--- config.mk ---
export PLATFORM = sky130hd
export DESIGN_NAME = decimal_text_to_integer
export DESIGN_NICKNAME = d
export VERILOG_FILES = /design/src/dtti_pkg.sv /design/src/dtti_front.sv /design/src/dtti_queue.sv /design/src/dtti_back.sv /design/src/decimal_text_to_integer.sv
export SDC_FILE = /design/constraint.sdc
export NUM_CORES = 1
export LEC_CHECK = 0
export BUFFER_PORTS_ARGS = -buffer_cell sky130_fd_sc_hd__clkbuf_2
export CAP_MARGIN = 0
export CORE_ASPECT_RATIO = 0.7
export CORE_MARGIN = 4
export CORE_UTILIZATION = 40
export DETAILED_ROUTE_END_ITERATION = 10
export PLACE_DENSITY = 0.72
export SYNTH_ARGS = -nofsm -noshare
export SYNTH_HDL_FRONTEND = slang
export SYNTH_SLANG_ARGS = --single-unit
--- constraint.sdc ---
create_clock -name clock -period 6.4 [get_ports clock]
set_input_delay 0 -clock clock [delete_from_list [all_inputs] [get_ports clock]]
set_output_delay 0 -clock clock [all_outputs]
set_load 0.05 [all_outputs]
--- src/dtti_pkg.sv ---
// Shared types and constants for the decimal text to integer converter.
package dtti_pkg;

   localparam int QUEUE_DEPTH = 4;
   localparam int CSR_ADDR_W = 3;
   localparam int CSR_DATA_W = 32;
   localparam int CSR_INDEX_BIT = 2;

   localparam logic [15:0] SEARCH_LIMIT_RESET = 16'd1024;
   localparam logic WIDE_MODE_RESET = 1'b1;

   localparam logic [63:0] WIDE_TENTH = 64'd1844674407370955161;
   localparam logic [63:0] NARROW_TENTH = 64'd6553;
   localparam logic [3:0] LAST_SAFE_DIGIT = 4'd5;
   localparam logic [15:0] INDEX_MAX = 16'hFFFF;

   typedef enum logic {
      REG_SEARCH_LIMIT = 1'b0,
      REG_WIDE_MODE = 1'b1
   } reg_index_type;

   typedef enum logic [1:0] {
      ST_OK = 2'd0,
      ST_NONE = 2'd1,
      ST_OVER = 2'd2
   } status_type;

   typedef enum logic [1:0] {
      PH_SEEK = 2'd0,
      PH_DIGITS = 2'd1,
      PH_DONE = 2'd2
   } phase_type;

   typedef struct packed {
      logic digit_hit;
      logic [3:0] digit_val;
      logic first;
      logic last;
   } item_type;

   typedef struct packed {
      logic load;
      phase_type phase;
   } back_status_type;

endpackage

--- src/dtti_front.sv ---
// Front end: accepts request bytes, classifies them and pushes them to the queue.
module dtti_front
   import dtti_pkg::*;
(
   input logic req_valid,
   output logic req_stall,
   input logic [7:0] req_char_byte,
   input logic req_first_byte,
   input logic req_last_byte,
   input logic q_full,
   output logic q_push,
   output item_type q_item
);

   always_comb begin
      q_item.digit_hit = req_char_byte inside {[8'h30:8'h39]};
      q_item.digit_val = req_char_byte[3:0];
      q_item.first = req_first_byte;
      q_item.last = req_last_byte;
   end

   assign req_stall = q_full;
   assign q_push = req_valid && !q_full;

endmodule

--- src/dtti_queue.sv ---
// Small FIFO of classified bytes between the front and back ends.
module dtti_queue
   import dtti_pkg::*;
#(
   parameter int Depth = QUEUE_DEPTH
)
(
   input logic clock,
   input logic reset,
   input logic push,
   input item_type push_item,
   output logic full,
   input logic pop,
   output logic head_valid,
   output item_type head_item
);

   localparam int PtrW = (Depth > 1) ? $clog2(Depth) : 1;
   localparam int CntW = $clog2(Depth + 1);
   localparam logic [PtrW-1:0] LastPtr = PtrW'(Depth - 1);
   localparam logic [CntW-1:0] FullCnt = CntW'(Depth);

   item_type mem_ff [Depth];
   logic [PtrW-1:0] wr_ptr_ff, wr_ptr_in;
   logic [PtrW-1:0] rd_ptr_ff, rd_ptr_in;
   logic [CntW-1:0] count_ff, count_in;
   logic do_push, do_pop;

   assign full = (count_ff == FullCnt);
   assign head_valid = (count_ff != '0);
   assign head_item = mem_ff[rd_ptr_ff];
   assign do_push = push && !full;
   assign do_pop = pop && head_valid;

   always_comb begin
      wr_ptr_in = wr_ptr_ff;
      rd_ptr_in = rd_ptr_ff;
      count_in = count_ff;
      if (do_push) begin
         wr_ptr_in = (wr_ptr_ff == LastPtr) ? '0 : wr_ptr_ff + 1'b1;
      end
      if (do_pop) begin
         rd_ptr_in = (rd_ptr_ff == LastPtr) ? '0 : rd_ptr_ff + 1'b1;
      end
      if (do_push && !do_pop) begin
         count_in = count_ff + 1'b1;
      end else if (do_pop && !do_push) begin
         count_in = count_ff - 1'b1;
      end
   end

   always_ff @(posedge clock) begin
      if (reset) begin
         wr_ptr_ff <= '0;
         rd_ptr_ff <= '0;
         count_ff <= '0;
      end else begin
         wr_ptr_ff <= wr_ptr_in;
         rd_ptr_ff <= rd_ptr_in;
         count_ff <= count_in;
      end
   end

   always_ff @(posedge clock) begin
      if (do_push) begin
         mem_ff[wr_ptr_ff] <= push_item;
      end
   end

endmodule

--- src/dtti_back.sv ---
// Back end: runs the digit search and accumulation and holds the response register.
module dtti_back
   import dtti_pkg::*;
(
   input logic clock,
   input logic reset,
   input logic head_valid,
   input item_type head_item,
   output logic pop,
   input logic [15:0] search_limit,
   input logic wide_mode,
   output logic rsp_valid,
   input logic rsp_stall,
   output logic [63:0] rsp_number_value,
   output logic [1:0] rsp_parse_status,
   output back_status_type back_status
);

   phase_type phase_ff, phase_in;
   logic [63:0] acc_ff, acc_in;
   logic [15:0] index_ff, index_in;
   logic rsp_valid_ff, rsp_valid_in;
   logic [63:0] value_ff, value_in;
   status_type status_ff, status_in;

   phase_type cur_phase;
   logic [63:0] cur_acc;
   logic [15:0] cur_index;
   logic [63:0] tenth;
   logic [63:0] acc_next;
   logic at_end, index_over, emit;
   logic [63:0] emit_value;
   status_type emit_status;

   assign pop = head_valid && (!rsp_valid_ff || !rsp_stall);

   always_comb begin
      cur_phase = head_item.first ? PH_SEEK : phase_ff;
      cur_acc = head_item.first ? '0 : acc_ff;
      cur_index = head_item.first ? '0 : index_ff;
      tenth = wide_mode ? WIDE_TENTH : NARROW_TENTH;
      acc_next = (cur_acc << 3) + (cur_acc << 1) + {60'd0, head_item.digit_val};
      at_end = head_item.last || (({1'b0, cur_index} + 17'd1) >= {1'b0, search_limit});
      index_over = (cur_index >= search_limit);

      phase_in = phase_ff;
      acc_in = acc_ff;
      index_in = index_ff;
      emit = 1'b0;
      emit_value = '0;
      emit_status = ST_OK;

      if (pop) begin
         phase_in = cur_phase;
         acc_in = cur_acc;
         index_in = (cur_index == INDEX_MAX) ? cur_index : cur_index + 16'd1;
         case (cur_phase)
            PH_SEEK: begin
               if (index_over) begin
                  emit = 1'b1;
                  emit_status = ST_NONE;
               end else if (head_item.digit_hit) begin
                  acc_in = {60'd0, head_item.digit_val};
                  phase_in = PH_DIGITS;
                  if (at_end) begin
                     emit = 1'b1;
                     emit_value = {60'd0, head_item.digit_val};
                  end
               end else if (at_end) begin
                  emit = 1'b1;
                  emit_status = ST_NONE;
               end
            end
            PH_DIGITS: begin
               if (!head_item.digit_hit || index_over) begin
                  emit = 1'b1;
                  emit_value = cur_acc;
               end else if ((cur_acc > tenth) ||
                            ((cur_acc == tenth) && (head_item.digit_val > LAST_SAFE_DIGIT))) begin
                  emit = 1'b1;
                  emit_value = cur_acc;
                  emit_status = ST_OVER;
               end else begin
                  acc_in = acc_next;
                  if (at_end) begin
                     emit = 1'b1;
                     emit_value = acc_next;
                  end
               end
            end
            default: begin
               phase_in = cur_phase;
            end
         endcase
         if (emit) begin
            phase_in = PH_DONE;
         end
      end

      rsp_valid_in = rsp_valid_ff && rsp_stall;
      value_in = value_ff;
      status_in = status_ff;
      if (emit) begin
         rsp_valid_in = 1'b1;
         value_in = emit_value;
         status_in = emit_status;
      end
   end

   always_ff @(posedge clock) begin
      if (reset) begin
         phase_ff <= PH_SEEK;
         acc_ff <= '0;
         index_ff <= '0;
         rsp_valid_ff <= 1'b0;
      end else begin
         phase_ff <= phase_in;
         acc_ff <= acc_in;
         index_ff <= index_in;
         rsp_valid_ff <= rsp_valid_in;
      end
   end

   always_ff @(posedge clock) begin
      value_ff <= value_in;
      status_ff <= status_in;
   end

   assign rsp_valid = rsp_valid_ff;
   assign rsp_number_value = value_ff;
   assign rsp_parse_status = status_ff;
   assign back_status.load = emit;
   assign back_status.phase = phase_ff;

endmodule

--- src/decimal_text_to_integer.sv ---
// Top level: finds the first decimal digit run in a byte string and converts it.
//
//   channel  direction  handshake            payload
//   req      in         req_valid/req_stall  char_byte, first_byte, last_byte
//   rsp      out        rsp_valid/rsp_stall  number_value, parse_status
//   csr      in         APB psel/penable     search_limit, wide_mode
//
// One byte per cycle sustained unless a waiting response is stalled; an accepted
// byte is written to the queue, then popped into the parse and response registers.
// The queue holds QueueDepth bytes, so up to QueueDepth requests are still accepted
// while a response waits; then req_stall holds until the response leaves.
// Reset is synchronous and clears the queue, the parse state and the response valid.
module decimal_text_to_integer
   import dtti_pkg::*;
#(
   parameter int QueueDepth = QUEUE_DEPTH
)
(
   input logic clock,
   input logic reset,
   input logic req_valid,
   output logic req_stall,
   input logic [7:0] req_char_byte,
   input logic req_first_byte,
   input logic req_last_byte,
   output logic rsp_valid,
   input logic rsp_stall,
   output logic [63:0] rsp_number_value,
   output logic [1:0] rsp_parse_status,
   input logic csr_psel,
   input logic csr_penable,
   input logic csr_pwrite,
   input logic [CSR_ADDR_W-1:0] csr_paddr,
   input logic [CSR_DATA_W-1:0] csr_pwdata,
   output logic [CSR_DATA_W-1:0] csr_prdata,
   output logic csr_pready
);

   logic [15:0] search_limit_ff, search_limit_in;
   logic wide_mode_ff, wide_mode_in;
   logic csr_write;
   reg_index_type csr_index;

   logic q_full, q_push, q_pop, q_head_valid;
   item_type q_push_item, q_head_item;
   back_status_type back_status;

   assign csr_pready = 1'b1;
   assign csr_write = csr_psel && csr_penable && csr_pwrite && csr_pready;
   assign csr_index = reg_index_type'(csr_paddr[CSR_INDEX_BIT]);

   always_comb begin
      search_limit_in = search_limit_ff;
      wide_mode_in = wide_mode_ff;
      if (csr_write) begin
         case (csr_index)
            REG_SEARCH_LIMIT: search_limit_in = csr_pwdata[15:0];
            REG_WIDE_MODE: wide_mode_in = csr_pwdata[0];
            default: search_limit_in = search_limit_ff;
         endcase
      end
   end

   always_comb begin
      case (csr_index)
         REG_SEARCH_LIMIT: csr_prdata = {{(CSR_DATA_W-16){1'b0}}, search_limit_ff};
         REG_WIDE_MODE: csr_prdata = {{(CSR_DATA_W-1){1'b0}}, wide_mode_ff};
         default: csr_prdata = '0;
      endcase
   end

   always_ff @(posedge clock) begin
      if (reset) begin
         search_limit_ff <= SEARCH_LIMIT_RESET;
         wide_mode_ff <= WIDE_MODE_RESET;
      end else begin
         search_limit_ff <= search_limit_in;
         wide_mode_ff <= wide_mode_in;
      end
   end

   dtti_front u_front (
      .req_valid(req_valid),
      .req_stall(req_stall),
      .req_char_byte(req_char_byte),
      .req_first_byte(req_first_byte),
      .req_last_byte(req_last_byte),
      .q_full(q_full),
      .q_push(q_push),
      .q_item(q_push_item)
   );

   dtti_queue #(
      .Depth(QueueDepth)
   ) u_queue (
      .clock(clock),
      .reset(reset),
      .push(q_push),
      .push_item(q_push_item),
      .full(q_full),
      .pop(q_pop),
      .head_valid(q_head_valid),
      .head_item(q_head_item)
   );

   dtti_back u_back (
      .clock(clock),
      .reset(reset),
      .head_valid(q_head_valid),
      .head_item(q_head_item),
      .pop(q_pop),
      .search_limit(search_limit_ff),
      .wide_mode(wide_mode_ff),
      .rsp_valid(rsp_valid),
      .rsp_stall(rsp_stall),
      .rsp_number_value(rsp_number_value),
      .rsp_parse_status(rsp_parse_status),
      .back_status(back_status)
   );

   a_load_ends_string: assert property (@(posedge clock) disable iff (reset)
      back_status.load |=> (back_status.phase == PH_DONE) && rsp_valid)
      else $error("response load did not close the string");

   a_none_is_zero: assert property (@(posedge clock) disable iff (reset)
      (rsp_valid && (rsp_parse_status == ST_NONE)) |-> (rsp_number_value == 64'd0))
      else $error("no-digit response carries a nonzero value");

   a_status_code: assert property (@(posedge clock) disable iff (reset)
      rsp_valid |-> ((rsp_parse_status == ST_OK) || (rsp_parse_status == ST_NONE) ||
                     (rsp_parse_status == ST_OVER)))
      else $error("response status code out of range");

   a_no_pop_while_blocked: assert property (@(posedge clock) disable iff (reset)
      (rsp_valid && rsp_stall) |-> !q_pop)
      else $error("queue popped while response is stalled");

endmodule
== Word-level counts from Yosys, hierarchy flattened ==
Memories as Yosys holds them, arrays and structs flattened. A register that Yosys moved wholly into a read port is not among the register bits.
Cells that the tools add are included.

* Register bits: 173
* RAM bits: 28
* Input bits: 52
* Output and inout port bits: 101
* Logic and storage cells: 103
* Memories: 1

* Add/sub/neg operators: 8
* Order comparisons: 6
* Eq/ne operators: 6
* Multiplexer cells: 44
* Bitwise operators: 1
* Reduce and logical (&&, ||, !) cells: 26

{| class="wikitable"
|+ Memory list
! name !! depth !! bits a word !! rd ports !! clocked after memory_dff !! write ports !! RTL line !! RTL
|-
| u_queue.mem_ff || 4 || 7 || 1 || 1 || 1 || dtti_queue.sv:23 || <nowiki>item_type mem_ff [Depth];</nowiki>
|}

{| class="wikitable"
|+ Operator list
! operator !! count
|-
| 2-to-1 mux 64 bit || 10
|-
| case mux 64 bit (2 select lines) || 2
|-
| adder 64 x 4 -> 64 bit || 1
|-
| adder 64 bit || 1
|-
| == test 64 bit || 1
|-
| greater-than comparator 64 bit || 1
|-
| case mux 32 bit (2 select lines) || 1
|-
| 2-to-1 mux 61 bit || 1
|-
| 2-to-1 mux 16 bit || 2
|-
| 2-to-1 mux 2 bit || 13
|-
| adder 16 x 1 -> 17 bit, second input constant || 1
|-
| >= comparator 17 x 16 -> 1 bit || 1
|-
| adder 16 x 1 -> 16 bit, second input constant || 1
|-
| == test 16 bit, second input constant || 1
|-
| >= comparator 16 bit || 1
|-
| logical AND 1 bit || 11
|-
| 2-to-1 mux 1 bit || 10
|-
| >= comparator 8 x 6 -> 1 bit, second input constant || 1
|-
| <= comparator 8 x 6 -> 1 bit, second input constant || 1
|-
| logical NOT 1 bit || 6
|-
| 2-to-1 mux 3 bit || 2
|-
| adder 2 x 1 -> 2 bit, second input constant || 2
|-
| == test 2 bit, second input constant || 2
|-
| greater-than comparator 4 x 3 -> 1 bit, second input constant || 1
|-
| other kinds (13) || 17
|}

== Depth between registers and ports, before layout ==
* Depth after elaboration: 11
* Mapped depth: 25
* Mapped depth without buffers: 21

== Hierarchy ==
A second synthesis with hierarchy kept.

* Cell total of the unflattened synthesis: 1,727
* Area, all modules: 15,210.8 um2

{| class="wikitable"
|+ Modules (own cells, without submodules)
! module !! times used !! cells an instance !! area an instance (um2) !! seq. area each (um2)
|-
| dtti_back || 1 || 1,520 || 12,593.3 || 3,643.5
|-
| dtti_queue || 1 || 85 || 1,497.7 || 1,021.0
|-
| decimal_text_to_integer || 1 || 111 || 1,028.5 || 340.3
|-
| dtti_front || 1 || 11 || 91.3 || 0.0
|}

== Worst setup path after synthesis ==
No wires, ideal clock.

* Path type: reg2reg
* Start point: register with a tool-made name
* End point: register u_back.value_ff[0], in the netlist u_back.rsp_number_value[0], enable pin
* Setup time: 0.421 ns
* Arrival time: 5.556 ns
* Data required time: 5.979 ns
* Setup slack: 0.423 ns
* Cell stages (with the launch flop): 24
* Path buffers: 6
* Clock period less this slack: 5.977 ns
* Path through: dfxtp_1 -> buf_6 -> mux4_2 -> buf_6 -> buf_2 -> buf_1 -> clkbuf_1 -> nor2b_1 -> ha_1 -> nand4_1 -> nor3_1 -> and2_1 -> nand2_1 -> xnor2_1 -> ha_1 -> nand4_1 -> nor4_1 -> nor3_1 -> and3_1 -> buf_2 -> nand2_1 -> a21oi_1 -> nand2b_1 -> inv_1

{| class="wikitable"
|+ RTL lines
! element !! RTL line !! RTL
|-
| to (signal assigned) || dtti_back.sv:125 || <nowiki>value_ff <= value_in;</nowiki>
|-
| to (decl) || dtti_back.sv:23 || <nowiki>logic [63:0] value_ff, value_in;</nowiki>
|}

==> flow_summary.ini <==
[die]
rows = 58
io_pins = 153
die_area_mm2 = 0.0403
initial_utilization_pct = 40.9
fp.coreArea_mm2 = 0.0363
die_h_um = 169
die_x_um = 238

[global_routing]
grt_antenna_before_repair = 1
grt_max_degree = 53
grt_pass1_wl_um = 67700
grt_usage_pct = 20.4
grt_pass1_vias = 12500
grt_overflow_total = 0

[timing]
fin_crit_ns = 5.69
fin_skew_ns = 0.0146
max_freq_mhz = 176
rsz0062_at_grt = no
hold_viol = 0
setup_viol = 0
slew_headroom_pct = 24.1
drv_slew = 0
fin_setup_tns_ns = 0
period_share_pct = 88.9
worst_pin_slew_ns = 1.13

[yosys]
netlist_instances = 1709
synth_edf_count = 94
netlist_area_mm2 = 0.0148
synth-main-ff-cell = dfxtp_1
ys_warn_count = 0
async_flop_share_pct = 0
ys_ff_latch = 203
yosysSeqAreaShare_pct = 33.7
synth.distinct_cells = 76
avgSynthCellArea_um2 = 8.69

[critical_path]
end_kind = flop
path_max_fanout = 17
critPathCapture = u_back.rsp_number_value[62]$_SDFFCE_PN0P_
r2r_end = u_back.rsp_number_value[62]$_SDFFCE_PN0P_
regToRegSetupSlack_ns = 0.71
cp-start-kind = flop
crit_slowest_cell = mux4_2
cp.arrival_ns = 5.96
crit_top_cell = buf_4
reg2reg_depth = 18
max_stage_delay_ns = 0.52
crit_type = flop to flop
cp_cell_sequence = buf_4 > mux4_2 > buf_4 > nor2b_1 > ha_1 > ha_1 > nand4_1 > nor3_1 > nand2_1 > a211oi_1 > buf_4 > o311ai_0 > a31oi_1 > a21oi_1 > o41ai_1 > xor2_1 > a21oi_1 > nor2_1
required_ns = 6.67

[min_path]
whs_path_depth = 3
hold_path.class = primary input to flop

[route]
dr.pass1.iters = 6
via_per_inst = 5.69
drc = 0
dr.first_iter.drc_count = 1360
drt_wl_total_um = 42200
vias = 13200
wire_per_inst_um = 18.1
drtAntennaViolNets = 0

[pwr]
pwr_density_cell_mw_per_mm2 = 373
ir_drop_mv = 0.263
p_int_uw = 3270
p_sw_uw = 3010
power.share.clock_pct = 20.9
p_seq_share_pct = 31.0
p_sw_share_pct = 47.9
p_leak_uw = 0.00732
power_frac_comb_pct = 48.0

[placed_design]
portBuffers = 117
hpwlAfterDp_um = 31800
place_congestion = 0.978
numPlacedInstances = 2258

[cells_and_area]
layout.nets = 2070
fillCellCount = 3481
finish.utilization_pct = 46.4
fin_cells = 2326
antenna_cells = 0
synthToLayoutAreaGrowth_pct = 13.5
layout-drive-gt1-share_pct = 11.4

[clock_tree]
clk_latency_ns = 0.54
cts_resized = 0
clk_pin_slew_ns = 0.07
ctsHoldBuffers = 27
cts-root-buf = clkbuf_16
clock_sinks = 203
cts_tree = yes
post_cts_buffers = 0
cts_buffer_depth = 3
cts_made_buffers = 23
htree_levels = 1

[job]
drv_cap = 0

[status]
status = completed
synthesized netlist by cell type (11+ instances only):
cell type,number,area [um^2]
edfxtp_1,94,2820
nand2_1,212,796
clkbuf_1,52,195
nor2_1,159,597
o211ai_1,13,97.6
and2_1,13,81.3
o21ai_0,87,435
mux2i_1,16,160
xnor2_1,49,429
and3_1,20,125
a22oi_1,11,82.6
nand3_1,25,125
a21o_1,31,233
nand4_1,25,156
a21oi_1,158,791
a22o_1,22,193
a31oi_1,11,68.8
ha_1,185,2310
a211oi_1,21,158
o21ai_1,34,170
buf_4,24,180
xor2_1,26,228
o22ai_1,16,100
dfxtp_1,109,2180
nor3_1,22,110
nor2b_1,72,450
inv_1,53,199
per-layer routing:
metal  wire (um)  track usage (%)  up-vias
met5           0                0        -
met4         711             3.56        0
met3        3870             4.00       55
met2       17200             29.9      511
met1       20500             31.6     6271
li1            -                -     6403
worst min path at each step:
stage / startpoint / end / slack [ns]
final: reset / u_back.index_ff[15]$_SDFFE_PP0P_ / 0.03
after global routing: reset / u_back.index_ff[14]$_SDFFE_PP0P_ / 0.05
after CTS: reset / u_back.index_ff[7]$_SDFFE_PP0P_ / 0.01
after detailed placement: req_last_byte / u_queue.mem_ff[2][0]$_DFFE_PP_ / 0.23
after global placement: csr_pwdata[10] / search_limit_ff[10]$_SDFFE_PP1P_ / 0.21
after floorplan: req_last_byte / u_queue.mem_ff[0][0]$_DFFE_PP_ / 0.1
power by group through the flow:
stage	registers, uW	logic [uW]	clock network, uW
3_3_place_gp	1970	2930	0
4_1_cts	1950	3010	1350
2_1_floorplan	2700	1510	0
6_report	1950	3020	1310
3_5_place_dp	1970	2980	0
5_1_grt	1990	3230	1410
stage by stage:
| stage | worst slack [ns] | instance area (um^2) | total power (uW) | hold WS [ns] |
|---|---|---|---|---|
| finish | 0.709 | 16800 | 6280 | 0.0333 |
| detailed placement | 0.831 | 15800 | 4950 | 0.227 |
| global route | 0.337 | 16800 | 6630 | 0.0463 |
| CTS | 0.792 | 16800 | 6310 | 0.0101 |
| floorplan | 0.423 | 14900 | 4220 | 0.0989 |
| global placement | 0.854 | 15800 | 4900 | 0.207 |
state kept, by name, summed over array words and instances (netlist names), named ones only:
register	flops
u_queue.wr_ptr_ff	2
u_back.phase_ff	2
u_back.rsp_number_value	64
u_back.index_ff	16
u_back.rsp_valid	1
wide_mode_ff	1
u_queue.mem_ff	28
u_back.rsp_parse_status	2
u_queue.count_ff	3
search_limit_ff	16
u_back.acc_ff	64
u_queue.rd_ptr_ff	2
worst max-delay path, delay by kind of cell, from the launching register on:
kind / cells / cell delay [ns]
XOR/XNOR: 1 / 0.17
AO/OA/AOI/OAI: 6 / 1.61
adder cells (fa/ha/maj): 2 / 0.77
multiplexers: 1 / 0.52
buffers and inverters: 3 / 0.67
flip-flops: 1 / 0.38
AND/OR/NAND/NOR: 5 / 1.31
cells by family (layout without fill, tap and decap cells):
family | Yosys count | count (layout) | share of synthesized area (%)
simple gates | 597 | 597 | 19.1
flops | 203 | 203 | 33.7
fa+ha+maj | 188 | 188 | 16.0
xor+xnor | 75 | 75 | 4.43
mux | 25 | 25 | 2.29
compound gates | 468 | 468 | 19.4
buf+inv | 151 | 273 | 4.94
other cells | 2 | 17 | 0.0506
layout by cell type, fill, tap and decap left out, drive strengths merged, types with 17 or more instances in the layout:
cell type    netlist  final
conb               2     17
buf               45     34
a21o              31     31
xor2              26     26
nand4             25     25
nor3              24     24
nor2             161    161
xnor2             49     49
nand2            212    212
o21ai            121    121
ha               185    185
dlygate4sd3        0     27
clkbuf            52    145
dfxtp            109    109
nand3             25     25
a22o              22     22
a21oi            159    159
edfxtp            94     94
nor2b             72     72
and3              20     20
a211oi            21     21
inv               53     56
final cells by class:
cell class	instances	area (um^2)	share of cell area [%]
multi-input combinational	1370	9160	54.4
inverter	54	203	1.20
tap	480	601	3.56
sequential	203	5000	29.7
clock inverter	13	116	0.691
clock buffer	28	626	3.71
timing repair buffer	178	1140	6.74
Power figures use the tool's default switching activity.
